## src/rtl/core/agcb_pkg.sv

```systemverilog
`default_nettype none

package agcb_pkg;

    localparam int LANES    = 4;     // alpha codes per data byte
    localparam int LANE_W   = 2;
    localparam int CODE_W   = 2;
    localparam int DIM_W    = 7;     // glyph dimensions, 1..64 accepted
    localparam int COORD_W  = 10;
    localparam int COLOR_W  = 16;
    localparam int POS_W    = 14;    // signed placement math
    localparam int AREA_W   = 13;
    localparam int BASE_W   = 6;
    localparam int CIDX_W   = 2;
    localparam int IN_W     = 64;
    localparam int OUT_W    = 56;

    localparam logic [DIM_W-1:0] MAX_DIM = 7'd64;

    localparam int DEFAULT_SCREEN_WIDTH  = 320;
    localparam int DEFAULT_SCREEN_HEIGHT = 240;
    localparam int DEFAULT_MAX_AREA      = 3072;

    localparam logic [COLOR_W-1:0] FG_RESET   = 16'hFFFF;
    localparam logic [COLOR_W-1:0] BG_RESET   = 16'h0000;
    localparam logic [BASE_W-1:0]  BASE_RESET = 6'd15;

    // configuration register indexes
    localparam logic [CIDX_W-1:0] CFG_FG_COLOR    = 2'd0;
    localparam logic [CIDX_W-1:0] CFG_BG_COLOR    = 2'd1;
    localparam logic [CIDX_W-1:0] CFG_BASELINE    = 2'd2;

    // result kinds
    localparam logic KIND_WINDOW = 1'b0;
    localparam logic KIND_PIXEL  = 1'b1;

    // input modes
    localparam logic MODE_HEADER = 1'b0;
    localparam logic MODE_DATA   = 1'b1;

    typedef struct packed {
        logic [DIM_W-1:0]   start_col;
        logic [DIM_W-1:0]   start_row;
        logic [DIM_W-1:0]   end_col;
        logic [DIM_W-1:0]   end_row;
        logic [DIM_W-1:0]   width;
        logic [DIM_W-1:0]   height;
        logic [COORD_W-1:0] org_x;
        logic [COORD_W-1:0] org_y;
    } geom_t;

    typedef struct packed {
        logic               load;
        geom_t              geom;
        logic [COORD_W-1:0] right;
        logic [COORD_W-1:0] bottom;
    } hdr_res_t;

    typedef struct packed {
        logic [COORD_W-1:0] x;
        logic [COORD_W-1:0] y;
        logic               last;
        logic [COLOR_W-1:0] color;
    } lane_res_t;

    typedef struct packed {
        logic               kind;
        logic [COORD_W-1:0] left;
        logic [COORD_W-1:0] top;
        logic [COORD_W-1:0] right;
        logic [COORD_W-1:0] bottom;
        logic [COLOR_W-1:0] color;
        logic               last;
    } out_t;

    function automatic logic [7:0] alpha_of(input logic [CODE_W-1:0] code);
        logic [7:0] a;
        case (code)
            2'd0:    a = 8'd0;
            2'd1:    a = 8'd85;
            2'd2:    a = 8'd170;
            default: a = 8'd255;
        endcase
        return a;
    endfunction

    // per channel (f*a + b*(255-a)) >> 8
    function automatic logic [COLOR_W-1:0] blend(input logic [COLOR_W-1:0] fg,
                                                 input logic [COLOR_W-1:0] bg,
                                                 input logic [CODE_W-1:0]  code);
        logic [7:0]  a;
        logic [7:0]  ia;
        logic [12:0] r;
        logic [13:0] g;
        logic [12:0] b;
        a  = alpha_of(code);
        ia = 8'd255 - a;
        r  = {8'd0, fg[15:11]} * {5'd0, a} + {8'd0, bg[15:11]} * {5'd0, ia};
        g  = {8'd0, fg[10:5]}  * {6'd0, a} + {8'd0, bg[10:5]}  * {6'd0, ia};
        b  = {8'd0, fg[4:0]}   * {5'd0, a} + {8'd0, bg[4:0]}   * {5'd0, ia};
        return {r[12:8], g[13:8], b[12:8]};
    endfunction

endpackage

`default_nettype wire

```

## src/rtl/core/agcb_hdr.sv

```systemverilog
`default_nettype none

// Header placement and clipping, three stages.
module agcb_hdr #(
    parameter int SCREEN_WIDTH  = agcb_pkg::DEFAULT_SCREEN_WIDTH,
    parameter int SCREEN_HEIGHT = agcb_pkg::DEFAULT_SCREEN_HEIGHT,
    parameter int MAX_AREA      = agcb_pkg::DEFAULT_MAX_AREA
) (
    input  wire logic                               clk,
    input  wire logic                               rst_n,
    input  wire logic                               start,
    input  wire logic signed [11:0]                 pen_x,
    input  wire logic signed [11:0]                 pen_y,
    input  wire logic [agcb_pkg::DIM_W-1:0]         glyph_width,
    input  wire logic [agcb_pkg::DIM_W-1:0]         glyph_height,
    input  wire logic signed [agcb_pkg::DIM_W-1:0]  offset_x,
    input  wire logic signed [agcb_pkg::DIM_W-1:0]  offset_y,
    input  wire logic [agcb_pkg::BASE_W-1:0]        baseline_offset,
    output logic                                    busy,
    output agcb_pkg::hdr_res_t                      res
);

    localparam logic signed [agcb_pkg::POS_W-1:0] SW_S =
        agcb_pkg::POS_W'(SCREEN_WIDTH);
    localparam logic signed [agcb_pkg::POS_W-1:0] SH_S =
        agcb_pkg::POS_W'(SCREEN_HEIGHT);
    localparam logic [agcb_pkg::AREA_W-1:0] AREA_MAX =
        agcb_pkg::AREA_W'(MAX_AREA);

    // stage 1: corner position
    logic                                  s1_valid_reg;
    logic signed [agcb_pkg::POS_W-1:0]     gx_reg, gy_reg;
    logic [agcb_pkg::DIM_W-1:0]            w_reg, h_reg;
    logic                                  bad_reg;

    // stage 2: clip window
    logic                                  s2_valid_reg;
    logic                                  ok_reg;
    logic [agcb_pkg::DIM_W-1:0]            sx_reg, sy_reg, ex_reg, ey_reg;
    logic [agcb_pkg::DIM_W-1:0]            w2_reg, h2_reg, vw_reg, vh_reg;
    logic [agcb_pkg::COORD_W-1:0]          gxc_reg, gyc_reg;

    logic signed [agcb_pkg::POS_W-1:0]     gx_next, gy_next;
    logic signed [agcb_pkg::POS_W-1:0]     gxc, gyc, sx, sy, exw, eyw, w_s, h_s;
    logic                                  ok_next;
    logic [agcb_pkg::AREA_W-1:0]           area;

    always_comb
    begin
        gx_next = agcb_pkg::POS_W'(pen_x) + agcb_pkg::POS_W'(offset_x);
        gy_next = agcb_pkg::POS_W'(pen_y) + $signed({8'd0, baseline_offset})
                + agcb_pkg::POS_W'(offset_y);
    end

    always_comb
    begin
        w_s = $signed({7'd0, w_reg});
        h_s = $signed({7'd0, h_reg});
        gxc = gx_reg[agcb_pkg::POS_W-1] ? '0 : gx_reg;
        gyc = gy_reg[agcb_pkg::POS_W-1] ? '0 : gy_reg;
        sx  = gx_reg[agcb_pkg::POS_W-1] ? -gx_reg : '0;
        sy  = gy_reg[agcb_pkg::POS_W-1] ? -gy_reg : '0;
        exw = (gxc + w_s > SW_S) ? SW_S - gxc : w_s;
        eyw = (gyc + h_s > SH_S) ? SH_S - gyc : h_s;
        ok_next = !bad_reg && (sx < exw) && (sy < eyw);
    end

    always_ff @(posedge clk or negedge rst_n)
    begin
        if (!rst_n)
        begin
            s1_valid_reg <= 1'b0;
            s2_valid_reg <= 1'b0;
        end
        else
        begin
            s1_valid_reg <= start;
            s2_valid_reg <= s1_valid_reg;
        end
    end

    always_ff @(posedge clk)
    begin
        if (start)
        begin
            gx_reg  <= gx_next;
            gy_reg  <= gy_next;
            w_reg   <= glyph_width;
            h_reg   <= glyph_height;
            bad_reg <= (glyph_width == '0) || (glyph_height == '0)
                    || (glyph_width > agcb_pkg::MAX_DIM)
                    || (glyph_height > agcb_pkg::MAX_DIM);
        end
        if (s1_valid_reg)
        begin
            ok_reg  <= ok_next;
            sx_reg  <= sx[agcb_pkg::DIM_W-1:0];
            sy_reg  <= sy[agcb_pkg::DIM_W-1:0];
            ex_reg  <= exw[agcb_pkg::DIM_W-1:0];
            ey_reg  <= eyw[agcb_pkg::DIM_W-1:0];
            vw_reg  <= exw[agcb_pkg::DIM_W-1:0] - sx[agcb_pkg::DIM_W-1:0];
            vh_reg  <= eyw[agcb_pkg::DIM_W-1:0] - sy[agcb_pkg::DIM_W-1:0];
            w2_reg  <= w_reg;
            h2_reg  <= h_reg;
            gxc_reg <= gxc[agcb_pkg::COORD_W-1:0];
            gyc_reg <= gyc[agcb_pkg::COORD_W-1:0];
        end
    end

    // stage 3: area limit, results registered by the consumer
    always_comb
    begin
        area = {6'd0, vw_reg} * {6'd0, vh_reg};
        res.load            = s2_valid_reg && ok_reg && (area <= AREA_MAX);
        res.geom.start_col  = sx_reg;
        res.geom.start_row  = sy_reg;
        res.geom.end_col    = ex_reg;
        res.geom.end_row    = ey_reg;
        res.geom.width      = w2_reg;
        res.geom.height     = h2_reg;
        res.geom.org_x      = gxc_reg;
        res.geom.org_y      = gyc_reg;
        res.right  = gxc_reg + agcb_pkg::COORD_W'(vw_reg) - 10'd1;
        res.bottom = gyc_reg + agcb_pkg::COORD_W'(vh_reg) - 10'd1;
    end

    assign busy = s1_valid_reg || s2_valid_reg;

endmodule

`default_nettype wire

```

## src/rtl/core/agcb_lane.sv

```systemverilog
`default_nettype none

// One alpha code: bitmap walk step, clip test, screen position, blend.
module agcb_lane (
    input  wire logic                          clk,
    input  wire logic                          rst_n,
    input  wire logic                          load,
    input  wire logic                          take,
    input  wire logic                          active,
    input  wire agcb_pkg::geom_t               geom,
    input  wire logic [agcb_pkg::DIM_W-1:0]    col_in,
    input  wire logic [agcb_pkg::DIM_W-1:0]    row_in,
    input  wire logic [agcb_pkg::CODE_W-1:0]   code,
    input  wire logic [agcb_pkg::COLOR_W-1:0]  fg_color,
    input  wire logic [agcb_pkg::COLOR_W-1:0]  bg_color,
    output logic [agcb_pkg::DIM_W-1:0]         col_next,
    output logic [agcb_pkg::DIM_W-1:0]         row_next,
    output logic                               pend,
    output agcb_pkg::lane_res_t                res
);

    logic                              pend_reg, pend_next;
    logic [agcb_pkg::COORD_W-1:0]      x_reg, y_reg;
    logic                              last_reg;
    logic [agcb_pkg::CODE_W-1:0]       code_reg;
    logic [agcb_pkg::DIM_W-1:0]        col_inc;
    logic                              vis;

    always_comb
    begin
        col_inc = col_in + 7'd1;
        if (col_inc == geom.width)
        begin
            col_next = '0;
            row_next = row_in + 7'd1;
        end
        else
        begin
            col_next = col_inc;
            row_next = row_in;
        end
        vis = active && (row_in < geom.height)
            && (row_in >= geom.start_row) && (row_in < geom.end_row)
            && (col_in >= geom.start_col) && (col_in < geom.end_col);
        if (load)
            pend_next = vis;
        else if (take)
            pend_next = 1'b0;
        else
            pend_next = pend_reg;
    end

    always_ff @(posedge clk or negedge rst_n)
    begin
        if (!rst_n)
            pend_reg <= 1'b0;
        else
            pend_reg <= pend_next;
    end

    always_ff @(posedge clk)
    begin
        if (load)
        begin
            x_reg    <= geom.org_x + agcb_pkg::COORD_W'(col_in)
                      - agcb_pkg::COORD_W'(geom.start_col);
            y_reg    <= geom.org_y + agcb_pkg::COORD_W'(row_in)
                      - agcb_pkg::COORD_W'(geom.start_row);
            last_reg <= (row_in == geom.end_row - 7'd1)
                     && (col_in == geom.end_col - 7'd1);
            code_reg <= code;
        end
    end

    assign pend      = pend_reg;
    assign res.x     = x_reg;
    assign res.y     = y_reg;
    assign res.last  = last_reg;
    assign res.color = agcb_pkg::blend(fg_color, bg_color, code_reg);

endmodule

`default_nettype wire

```

## src/rtl/core/agcb_merge.sv

```systemverilog
`default_nettype none

// Drains the window or the pending lanes, lowest lane first, into the
// output register.
module agcb_merge (
    input  wire logic                                       clk,
    input  wire logic                                       rst_n,
    input  wire logic [agcb_pkg::LANES-1:0]                 lane_pend,
    input  wire agcb_pkg::lane_res_t [agcb_pkg::LANES-1:0]  lane_res,
    input  wire logic                                       win_load,
    input  wire agcb_pkg::out_t                             win_item,
    input  wire logic                                       out_ready,
    output logic [agcb_pkg::LANES-1:0]                      lane_take,
    output logic                                            slot_free,
    output logic                                            out_valid,
    output agcb_pkg::out_t                                  out_item
);

    logic                          win_pend_reg, win_pend_next;
    agcb_pkg::out_t                win_reg;
    logic                          out_valid_reg, out_valid_next;
    agcb_pkg::out_t                out_reg;
    logic                          can_load, any_pend, single;
    logic [agcb_pkg::LANE_W-1:0]   sel;
    agcb_pkg::out_t                pick;

    always_comb
    begin
        sel = '0;
        for (int i = agcb_pkg::LANES - 1; i >= 0; i--)
        begin
            if (lane_pend[i])
                sel = agcb_pkg::LANE_W'(i);
        end
        can_load = !out_valid_reg || out_ready;
        any_pend = win_pend_reg || (lane_pend != '0);
        single   = win_pend_reg ? (lane_pend == '0)
                                : ((lane_pend & (lane_pend - 1'b1)) == '0);
        slot_free = !any_pend || (can_load && single);

        lane_take = '0;
        if (can_load && !win_pend_reg)
            lane_take[sel] = lane_pend[sel];

        if (win_pend_reg)
            pick = win_reg;
        else
        begin
            pick.kind   = agcb_pkg::KIND_PIXEL;
            pick.left   = lane_res[sel].x;
            pick.top    = lane_res[sel].y;
            pick.right  = '0;
            pick.bottom = '0;
            pick.color  = lane_res[sel].color;
            pick.last   = lane_res[sel].last;
        end

        if (win_load)
            win_pend_next = 1'b1;
        else if (can_load)
            win_pend_next = 1'b0;
        else
            win_pend_next = win_pend_reg;

        out_valid_next = can_load ? any_pend : out_valid_reg;
    end

    always_ff @(posedge clk or negedge rst_n)
    begin
        if (!rst_n)
        begin
            win_pend_reg  <= 1'b0;
            out_valid_reg <= 1'b0;
        end
        else
        begin
            win_pend_reg  <= win_pend_next;
            out_valid_reg <= out_valid_next;
        end
    end

    always_ff @(posedge clk)
    begin
        if (win_load)
            win_reg <= win_item;
        if (can_load && any_pend)
            out_reg <= pick;
    end

    assign out_valid = out_valid_reg;
    assign out_item  = out_reg;

endmodule

`default_nettype wire

```

## src/rtl/core/alpha_glyph_clip_blend_unit.sv

```systemverilog
`default_nettype none

// Antialiased glyph blitter. A header transfer (tuser 0) places one glyph
// bitmap at (pen_x + offset_x, pen_y + baseline_offset + offset_y), clips it
// to the SCREEN_WIDTH x SCREEN_HEIGHT screen and, if anything is visible and
// the visible area is within MAX_AREA, sends one window result (tuser 0)
// with the clipped rectangle. Data transfers (tuser 1) follow, each with four
// 2-bit alpha codes, low bits first, in row-major bitmap order; every visible
// pixel comes out as a pixel result (tuser 1) with its screen coordinate and
// the RGB565 blend of fg_color over bg_color, tlast marking the bottom-right
// visible pixel. Surplus codes past the bitmap end are dropped, data with no
// glyph open is swallowed, and a new header abandons any open glyph.
// Four lanes handle the codes of one data byte together, and the output
// register drains one result per cycle while m_axis_tready is high; a data
// byte holds s_axis_tready low until at most one of its pixels is left.
// A header holds s_axis_tready low behind its transfer while the
// three-stage placement and clip pipeline runs; its window result then
// passes through the merge window register and the output register. A new
// item is taken while results still wait at the output. Configuration is a
// one-cycle write, always ready; write only while idle.
module alpha_glyph_clip_blend_unit #(
    parameter int SCREEN_WIDTH  = agcb_pkg::DEFAULT_SCREEN_WIDTH,
    parameter int SCREEN_HEIGHT = agcb_pkg::DEFAULT_SCREEN_HEIGHT,
    parameter int MAX_AREA      = agcb_pkg::DEFAULT_MAX_AREA
) (
    input  wire logic                          clk,
    input  wire logic                          rst_n,
    input  wire logic                          s_axis_tvalid,
    output logic                               s_axis_tready,
    // pen_x[11:0], pen_y[23:12], glyph_width[30:24], glyph_height[37:31],
    // offset_x[44:38], offset_y[51:45], alpha_byte[59:52], zero[63:60]
    input  wire logic [agcb_pkg::IN_W-1:0]     s_axis_tdata,
    // mode: 0 header, 1 data byte
    input  wire logic                          s_axis_tuser,
    output logic                               m_axis_tvalid,
    input  wire logic                          m_axis_tready,
    // left[9:0], top[19:10], right[29:20], bottom[39:30], color[55:40]
    output logic [agcb_pkg::OUT_W-1:0]         m_axis_tdata,
    // kind: 0 window, 1 pixel
    output logic                               m_axis_tuser,
    output logic                               m_axis_tlast,
    input  wire logic                          cfg_valid,
    output logic                               cfg_ready,
    input  wire logic [agcb_pkg::CIDX_W-1:0]   cfg_index,
    input  wire logic [agcb_pkg::COLOR_W-1:0]  cfg_data
);

    localparam int LANES = agcb_pkg::LANES;
    localparam int DW    = agcb_pkg::DIM_W;

    // configuration registers
    logic [agcb_pkg::COLOR_W-1:0]   fg_reg, bg_reg;
    logic [agcb_pkg::BASE_W-1:0]    base_reg;

    // open glyph state
    agcb_pkg::geom_t                geom_reg;
    logic [DW-1:0]                  col_reg, row_reg;
    logic                           active_reg;

    logic                           in_xfer, hdr_xfer, data_xfer;
    logic                           hdr_busy, slot_free;
    agcb_pkg::hdr_res_t             hdr_res;
    agcb_pkg::out_t                 win_item, out_item;
    logic                           out_valid;

    logic [DW-1:0]                  col_chain [LANES+1];
    logic [DW-1:0]                  row_chain [LANES+1];
    logic [LANES-1:0]               lane_pend, lane_take;
    agcb_pkg::lane_res_t [LANES-1:0] lane_res;

    logic [7:0]                     alpha_byte;

    assign cfg_ready     = 1'b1;
    assign s_axis_tready = slot_free && !hdr_busy;
    assign in_xfer       = s_axis_tvalid && s_axis_tready;
    assign hdr_xfer      = in_xfer && (s_axis_tuser == agcb_pkg::MODE_HEADER);
    assign data_xfer     = in_xfer && (s_axis_tuser == agcb_pkg::MODE_DATA);
    assign alpha_byte    = s_axis_tdata[59:52];

    always_ff @(posedge clk or negedge rst_n)
    begin
        if (!rst_n)
        begin
            fg_reg   <= agcb_pkg::FG_RESET;
            bg_reg   <= agcb_pkg::BG_RESET;
            base_reg <= agcb_pkg::BASE_RESET;
        end
        else if (cfg_valid)
        begin
            case (cfg_index)
                agcb_pkg::CFG_FG_COLOR: fg_reg   <= cfg_data;
                agcb_pkg::CFG_BG_COLOR: bg_reg   <= cfg_data;
                agcb_pkg::CFG_BASELINE: base_reg <= cfg_data[agcb_pkg::BASE_W-1:0];
                default:                ;
            endcase
        end
    end

    agcb_hdr #(
        .SCREEN_WIDTH  (SCREEN_WIDTH),
        .SCREEN_HEIGHT (SCREEN_HEIGHT),
        .MAX_AREA      (MAX_AREA)
    ) u_hdr (
        .clk             (clk),
        .rst_n           (rst_n),
        .start           (hdr_xfer),
        .pen_x           ($signed(s_axis_tdata[11:0])),
        .pen_y           ($signed(s_axis_tdata[23:12])),
        .glyph_width     (s_axis_tdata[30:24]),
        .glyph_height    (s_axis_tdata[37:31]),
        .offset_x        ($signed(s_axis_tdata[44:38])),
        .offset_y        ($signed(s_axis_tdata[51:45])),
        .baseline_offset (base_reg),
        .busy            (hdr_busy),
        .res             (hdr_res)
    );

    // Lane k looks at bitmap pixel pixel_index + k; the walk carries
    // column and row from lane to lane, wrapping at the bitmap width.
    assign col_chain[0] = col_reg;
    assign row_chain[0] = row_reg;

    for (genvar k = 0; k < LANES; k++)
    begin : g_lane
        agcb_lane u_lane (
            .clk      (clk),
            .rst_n    (rst_n),
            .load     (data_xfer),
            .take     (lane_take[k]),
            .active   (active_reg),
            .geom     (geom_reg),
            .col_in   (col_chain[k]),
            .row_in   (row_chain[k]),
            .code     (alpha_byte[2*k +: agcb_pkg::CODE_W]),
            .fg_color (fg_reg),
            .bg_color (bg_reg),
            .col_next (col_chain[k+1]),
            .row_next (row_chain[k+1]),
            .pend     (lane_pend[k]),
            .res      (lane_res[k])
        );
    end

    // glyph open/close and bitmap walk position
    always_ff @(posedge clk or negedge rst_n)
    begin
        if (!rst_n)
        begin
            active_reg <= 1'b0;
            col_reg    <= '0;
            row_reg    <= '0;
            geom_reg   <= '0;
        end
        else if (hdr_res.load)
        begin
            active_reg <= 1'b1;
            col_reg    <= '0;
            row_reg    <= '0;
            geom_reg   <= hdr_res.geom;
        end
        else if (hdr_xfer)
        begin
            active_reg <= 1'b0;
        end
        else if (data_xfer && active_reg)
        begin
            col_reg    <= col_chain[LANES];
            row_reg    <= row_chain[LANES];
            active_reg <= (row_chain[LANES] < geom_reg.height);
        end
    end

    always_comb
    begin
        win_item.kind   = agcb_pkg::KIND_WINDOW;
        win_item.left   = hdr_res.geom.org_x;
        win_item.top    = hdr_res.geom.org_y;
        win_item.right  = hdr_res.right;
        win_item.bottom = hdr_res.bottom;
        win_item.color  = '0;
        win_item.last   = 1'b0;
    end

    agcb_merge u_merge (
        .clk       (clk),
        .rst_n     (rst_n),
        .lane_pend (lane_pend),
        .lane_res  (lane_res),
        .win_load  (hdr_res.load),
        .win_item  (win_item),
        .out_ready (m_axis_tready),
        .lane_take (lane_take),
        .slot_free (slot_free),
        .out_valid (out_valid),
        .out_item  (out_item)
    );

    assign m_axis_tvalid = out_valid;
    assign m_axis_tdata  = {out_item.color, out_item.bottom, out_item.right,
                            out_item.top, out_item.left};
    assign m_axis_tuser  = out_item.kind;
    assign m_axis_tlast  = out_item.last;

endmodule

`default_nettype wire

```

## config.mk

```make
export PLATFORM = sky130hd
export DESIGN_NAME = alpha_glyph_clip_blend_unit
export DESIGN_NICKNAME = d
export VERILOG_FILES = /design/src/rtl/core/agcb_pkg.sv /design/src/rtl/core/agcb_hdr.sv /design/src/rtl/core/agcb_lane.sv /design/src/rtl/core/agcb_merge.sv /design/src/rtl/core/alpha_glyph_clip_blend_unit.sv
export SDC_FILE = /design/constraint.sdc
export NUM_CORES = 2
export LEC_CHECK = 0
export ABC_AREA = 1
export BUFFER_PORTS_ARGS = -buffer_cell sky130_fd_sc_hd__buf_2
export CAP_MARGIN = 20
export CELL_PAD_IN_SITES_DETAIL_PLACEMENT = 1
export CELL_PAD_IN_SITES_GLOBAL_PLACEMENT = 1
export CORE_MARGIN = 2
export CORE_UTILIZATION = 40
export CTS_BUF_LIST = sky130_fd_sc_hd__clkbuf_4 sky130_fd_sc_hd__clkbuf_8
export CTS_CLUSTER_SIZE = 16
export DETAILED_ROUTE_END_ITERATION = 16
export PLACE_DENSITY = 0.67
export REMOVE_ABC_BUFFERS = 1
export SYNTH_ARGS = -nofsm -noshare
export SYNTH_HDL_FRONTEND = slang
export SYNTH_SLANG_ARGS = --single-unit
```

## constraint.sdc

```tcl
create_clock -name clk -period 9.1 [get_ports clk]
set_input_delay 0.91 -clock clk [delete_from_list [all_inputs] [get_ports clk]]
set_output_delay 0.91 -clock clk [all_outputs]
set_load 0.03 [all_outputs]
```

Yosys cells after proc, flatten, opt, wreduce, memory -nomap -nowiden
Index checks and enable logic that the tools add are counted.
Cells by class
  $add $sub $neg: 58
  multiply operators: 25
  divide/modulo/power cells: 0
  $lt $le $gt $ge: 30
  eq/ne operators: 23
  shift-type cells: 0
  mux-type cells: 50
  bitwise gates (word level): 3
  reductions and logical operators: 70
Operator list (count)
  5-bit by 8-bit multiplier with 13-bit output: 16
  6-bit by 8-bit multiplier with 14-bit output: 8
  13-bit adder: 8
  10-bit by 7-bit adder with 10-bit output: 10
  7-bit two-way mux: 14
  8-bit case mux with 3 select lines: 4
  7-bit less-than comparator: 13
  7-bit == test: 12
  10-bit by 7-bit subtractor with 10-bit output: 8
  37-bit binary-select mux with 2-bit select: 1
  57-bit two-way mux: 1
  14-bit adder: 4
  7-bit by 1-bit adder with 7-bit output, second input constant: 8
  7-bit >= comparator: 8
  14-bit two-way mux: 4
  1-bit logical AND: 37
  37-bit two-way mux: 1
  8-bit subtractor, first input constant: 4
  14-bit by 8-bit adder with 14-bit output: 2
  14-bit less-than comparator: 2
  14-bit negation: 2
  12-bit by 7-bit adder with 13-bit output: 2
  13-bit two-way mux: 2
  10-bit by 1-bit subtractor with 10-bit output, second input constant: 2
  32 further kinds: 86
Word-level totals
  bits in registers: 433
  bits in latches: 0
  RAM bits: 0
  memory bits (read-only): 0
  bits of input ports: 88
  output and inout port bits: 61
  logic and storage cells: 324
  memories kept: 0

Longest topological paths before layout
  depth after elaboration: 16
  gate-level depth with buffers: 60
  mapped depth without buffers: 57

Modules after synthesis
A second synthesis with hierarchy kept.
Second synthesis, totals
  cells, all modules: 7321
  area total of the unflattened synthesis: 59668.5 µm²
Modules (own cells, without submodules)
  agcb_lane (g_lane[0].u_lane ...): instances 2, cells an instance 1186, area each 9454.1 µm², sequential area each 715.7 µm²
  agcb_hdr: instances 1, cells an instance 1290, area each 10903.0 µm², sequential area each 3623.5 µm²
  agcb_lane (g_lane[2].u_lane): instances 1, cells an instance 1239, area each 9663.0 µm², sequential area each 715.7 µm²
  agcb_lane (g_lane[3].u_lane): instances 1, cells an instance 1233, area each 9659.3 µm², sequential area each 715.7 µm²
  agcb_merge: instances 1, cells an instance 676, area each 5943.2 µm², sequential area each 3533.4 µm²
  alpha_glyph_clip_blend_unit: instances 1, cells an instance 511, area each 4591.9 µm², sequential area each 2902.8 µm²

Least setup slack after synthesis
No wires, ideal clock.
  path type: register -> register
  start: register col_reg[1]
  end: register g_lane[3].u_lane.y_reg[9] in the netlist's numbering, data pin
  library setup time: 0.274 ns
  arrival: 6.576 ns
  required time: 8.826 ns
  path slack: 2.250 ns
  cell stages (with the launch flop): 47
  path buffers: 2
  clock period less this slack: 6.850 ns
  cells stage by stage: dfrtp_1 ha_1 nand2_2 nor2_2 nand3_1 nand2_1 nand2_1 nand2_1 nor2_2 nand2_2 inv_2 nor2_1 ha_1 nand3_2 nor2_2 inv_1 nand3_1 nand2_1 [... 11 more ...] nor2_1 nand3_2 buf_6 nor2_1 xor2_1 inv_1 fa_1 ha_1 nand2_1 nor2_1 a211oi_1 o21ai_0 a21oi_1 o21ai_0 and2_1 o21ai_0 nand2_1 xor2_1
Between the ends
  word-level cells in the longest chain between the ends: 11
  elaborated cells on any way between the ends: 15
  those cells by class: 7 x add/sub; 3 x eq/ne; 5 x mux
Ends and longest elaborated chain
  start: declaration: line alpha_glyph_clip_blend_unit.sv:57  | logic [DW-1:0] col_reg, row_reg;
  start signal: assignment: line alpha_glyph_clip_blend_unit.sv:167  | col_reg <= col_chain[LANES];
  7-bit by 1-bit adder with 7-bit output (*): line agcb_lane.sv:31  | col_inc = col_in + 7'd1;
  7-bit == test: line agcb_lane.sv:32  | if (col_inc == geom.width)
  7-bit two-way mux: line agcb_lane.sv:32
  7-bit by 1-bit adder with 7-bit output: line agcb_lane.sv:31
  7-bit == test: line agcb_lane.sv:32
  7-bit two-way mux: line agcb_lane.sv:32
  7-bit by 1-bit adder with 7-bit output: line agcb_lane.sv:31
  7-bit == test: line agcb_lane.sv:32
  7-bit two-way mux (*): line agcb_lane.sv:32
  10-bit by 7-bit adder with 10-bit output (*): line agcb_lane.sv:67  | y_reg <= geom.org_y + agcb_pkg::COORD_W'(row_in)
  10-bit by 7-bit subtractor with 10-bit output (*): line agcb_lane.sv:68  | - agcb_pkg::COORD_W'(geom.start_row);
  end signal: assignment: line agcb_lane.sv:67
  end: declaration: line agcb_lane.sv:23  | logic [agcb_pkg::COORD_W-1:0] x_reg, y_reg;
Mark *: on every way between the ends. The rest lies on a longest branch, timed or not.
A chain may end at the register's enable or synchronous reset.

Final worst setup path
  start: register col_reg[0]
  end: register active_reg
Between the ends
  word-level cells in the longest chain between the ends: 16
  elaborated cells on any way between the ends: 22
  those cells by class: 7 x add/sub; 1 x order compare; 4 x eq/ne; 10 x mux
Ends and longest elaborated chain
  7-bit by 1-bit adder with 7-bit output (*): line agcb_lane.sv:31
  7-bit == test: line agcb_lane.sv:32
  7-bit two-way mux: line agcb_lane.sv:32
  7-bit by 1-bit adder with 7-bit output: line agcb_lane.sv:31
  7-bit == test: line agcb_lane.sv:32
  7-bit two-way mux: line agcb_lane.sv:32
  7-bit by 1-bit adder with 7-bit output: line agcb_lane.sv:31
  7-bit == test: line agcb_lane.sv:32
  7-bit two-way mux: line agcb_lane.sv:32
  7-bit by 1-bit adder with 7-bit output: line agcb_lane.sv:31
  7-bit == test: line agcb_lane.sv:32
  7-bit two-way mux (*): line agcb_lane.sv:32
  7-bit less-than comparator (*): line alpha_glyph_clip_blend_unit.sv:169  | active_reg <= (row_chain[LANES] < geom_reg.height);
  1-bit two-way mux (*): line alpha_glyph_clip_blend_unit.sv:165  | else if (data_xfer && active_reg)
  1-bit two-way mux (*): line alpha_glyph_clip_blend_unit.sv:161  | else if (hdr_xfer)
  1-bit two-way mux (*): line alpha_glyph_clip_blend_unit.sv:154  | else if (hdr_res.load)
  end signal: assignment: line alpha_glyph_clip_blend_unit.sv:169
  end: declaration: line alpha_glyph_clip_blend_unit.sv:58  | logic active_reg;
Mark *: on every way between the ends. The rest lies on a longest branch, timed or not. The select of a mux whose other input is x is not followed.

==> flow_summary.yaml <==
worst_setup_path:
  crit_type: "register to register"
  crit_top_cell: "nand2_1"
  rr_startpoint: "col_reg[0]"
  critPathRequiredTime_ps: 9770
  reg2reg_setup_slack_ps: 910
  crit_path_end_kind: "register"
  arrival_ps: 8850
  cp-start-kind: "register"
  max_stage_delay_ps: 500
  crit_fanout: 12
  crit_start: "col_reg[0]"
  cpMaxStageDelayCell: "dfrtp_1"
route:
  firstDrtPassIters: 5
  drtIter0Drc: 1952
  drc: 0
  met1_length_um: 65100
  drt_wl_total_um: 156000
  routed_via_density: 4.99
  top_layer_used: "met5"
  wl_met2_um: 77900
  wl_per_cell_um: 20.0
  ant_nets: 0
  vias: 39000
  met3_length_um: 6660
placement:
  dp_hpwl_um: 129000
  placed_area_um2: 55300
  place_inst: 7650
  place.gp.congestion: 0.892
  io_buffers: 143
final_layout:
  syn_to_final_growth_pct: 8.88
  fillers: 15300
  layoutNonFillerInstCount: 7812
  register_area_um2: 12400
  drive_gt1_share_pct: 7.33
  design_area_um2: 57200
  largest_register_ffs: 62
  multiInputGateArea_um2: 34100
  nets: 7458
pwr:
  vdd_drop_max_uv: 265
  leakage_nw: 30.2
  power.density_nw_per_um2: 406
  totalPowerFinal_mw: 23.2
sta:
  rsz0062_at_grt: "false"
  hold_violations: 0
  setup_tns_ps: 0
  finalSetupViolCount: 0
  whs_ps: 204
  finClkSkew_ps: 67.7
  slew_violations: 0
  post-route-min-period_ps: 8190
  fmax_mhz: 122
  slew_headroom_pct: 35.1
  fin_crit_sh_pct: 90.0
  worstMarginPinSlew_ps: 973
floorplanning:
  die-area_um2: 134000
  fp-row-count: 132
  die_y_um: 366
  die-width_um: 366
  pin_count: 149
  core_area_um2: 130000
  initial_core_util_pct: 40.4
yosys:
  ys_types: 59
  synthAdderAreaFrac_pct: 41.5
  synth_sequential_area_ratio_pct: 23.6
  synth_compound_area_share_pct: 7.90
  synth_top_cells_by_area: "fa_1, ha_1, edfxtp_1"
  syn_area_um2: 52500
  synth_commonest_cells: "inv_1, ha_1, nand2_1"
  synth_xor_area_share_pct: 3.92
  yosysMostFrequentCell: "inv_1"
  synth_simple_gate_area_share_pct: 11.4
  synth_edf_count: 309
  yosysWarnings: 0
  synth_top_cell_by_area: "fa_1"
  synth.area.mux_share_pct: 0
  synth_ff_type: "edfxtp_1"
  synth.avg_cell_area_um2: 9.00
  synthArstFlopShare_pct: 28.5
  synthCells: 5838
  synth_top_area_share_pct: 23.4
  synth_top_family_by_area: "adder cells"
  ys_seq_elements: 432
global_route:
  grt.overflow.total: 0
  grt_pass1_vias: 43600
  grt_pass1_wl_um: 246000
  grt_max_degree: 69
  antenna_found_initial: 11
  grt_use_total_pct: 23.8
flow_run:
  maxCapViolCount: 0
min_path:
  hold_class: "primary input to async pin"
clock_tree:
  clk_pin_slew_ps: 70
  cts_setup_buffers: 0
  numCtsBuffers: 85
  cts-root-buf: "clkbuf_8"
  clk_path_buf_depth: 3
  htree_levels: 3
  cts.sinks: 432
  clk_latency_ps: 810
  cts_tree: "done"
status:
  outcome: "complete, no violations"
[where the power goes]
part           leakage, nW  total (mW)  internal [mW]  switching, mW
sequential            4.38        3.69           3.23          0.465
clock                0.980        2.23           1.23           1.00
combinational         24.8        17.3           6.66           10.6
[area by class of cell]
class / instances / area share (%)
Antenna cell: 3 / 0.0131
Clock buffer: 121 / 2.58
Clock inverter: 38 / 0.667
Inverter: 1506 / 9.90
Multi-Input combinational cell: 3787 / 59.6
Sequential cell: 432 / 21.7
Tap cell: 1742 / 3.81
Timing Repair Buffer: 183 / 1.79
[worst max-delay path, delay by kind of cell, from the launching register on]
family / cells / cell delay (ps)
flops: 1 / 500
xor+xnor: 2 / 340
buf+inv: 7 / 860
simple gates: 32 / 4140
fa+ha+maj: 5 / 1460
compound gates: 5 / 700
[metal layers]
metal	vias up	GRT usage, %
met5	-	0
met4	4	8.96
met3	251	3.82
met2	675	42.0
met1	19400	29.1
li1	18600	-
[layout by cell type (no fill, tap or decap), types with 100 or more instances in the layout]
cell	instances
a21oi_1	253
buf_2	142
dfrtp_1	100
fa_1	613
nand2_1	738
xor2_1	165
nor2_1	438
edfxtp_1	309
o21ai_0	251
nand3_1	123
ha_1	762
inv_1	1490
[cells by family after synthesis]
group | Yosys count
AOI/OAI and AO/OA | 717
xor gates and xnor gates | 235
other | 2
DFF | 432
adders and majority gates | 1375
buffers and inverters | 1619
and+or+nand+nor | 1458
[per-stage QoR]
step | util [%] | worst slack [ps]
final | 44.0 | 914
after floorplan | - | 1640
after global placement | 42.6 | 1060
after global routing | 44.0 | 77.3
after detailed placement | 42.6 | 858
after CTS | 44.0 | 787
[path summary, 6_finish.rpt]
path,to,cells after the start
worst max-delay path,active_reg,51
worst min-delay path,u_hdr.s1_valid_reg,1
worst max register to register,active_reg,51
worst min register to register,geom_reg[25],2
max in group asynchronous,geom_reg[48],2
min in group clk,u_hdr.w_reg[4],1
[what timing repair did]
action                                  in CTS  in global routing
hold buffers                                 0                  0
endpoints found under the setup margin       0                  1
gates resized for setup                      0                  2
Note: power is estimated with default switching activity, not from simulation.
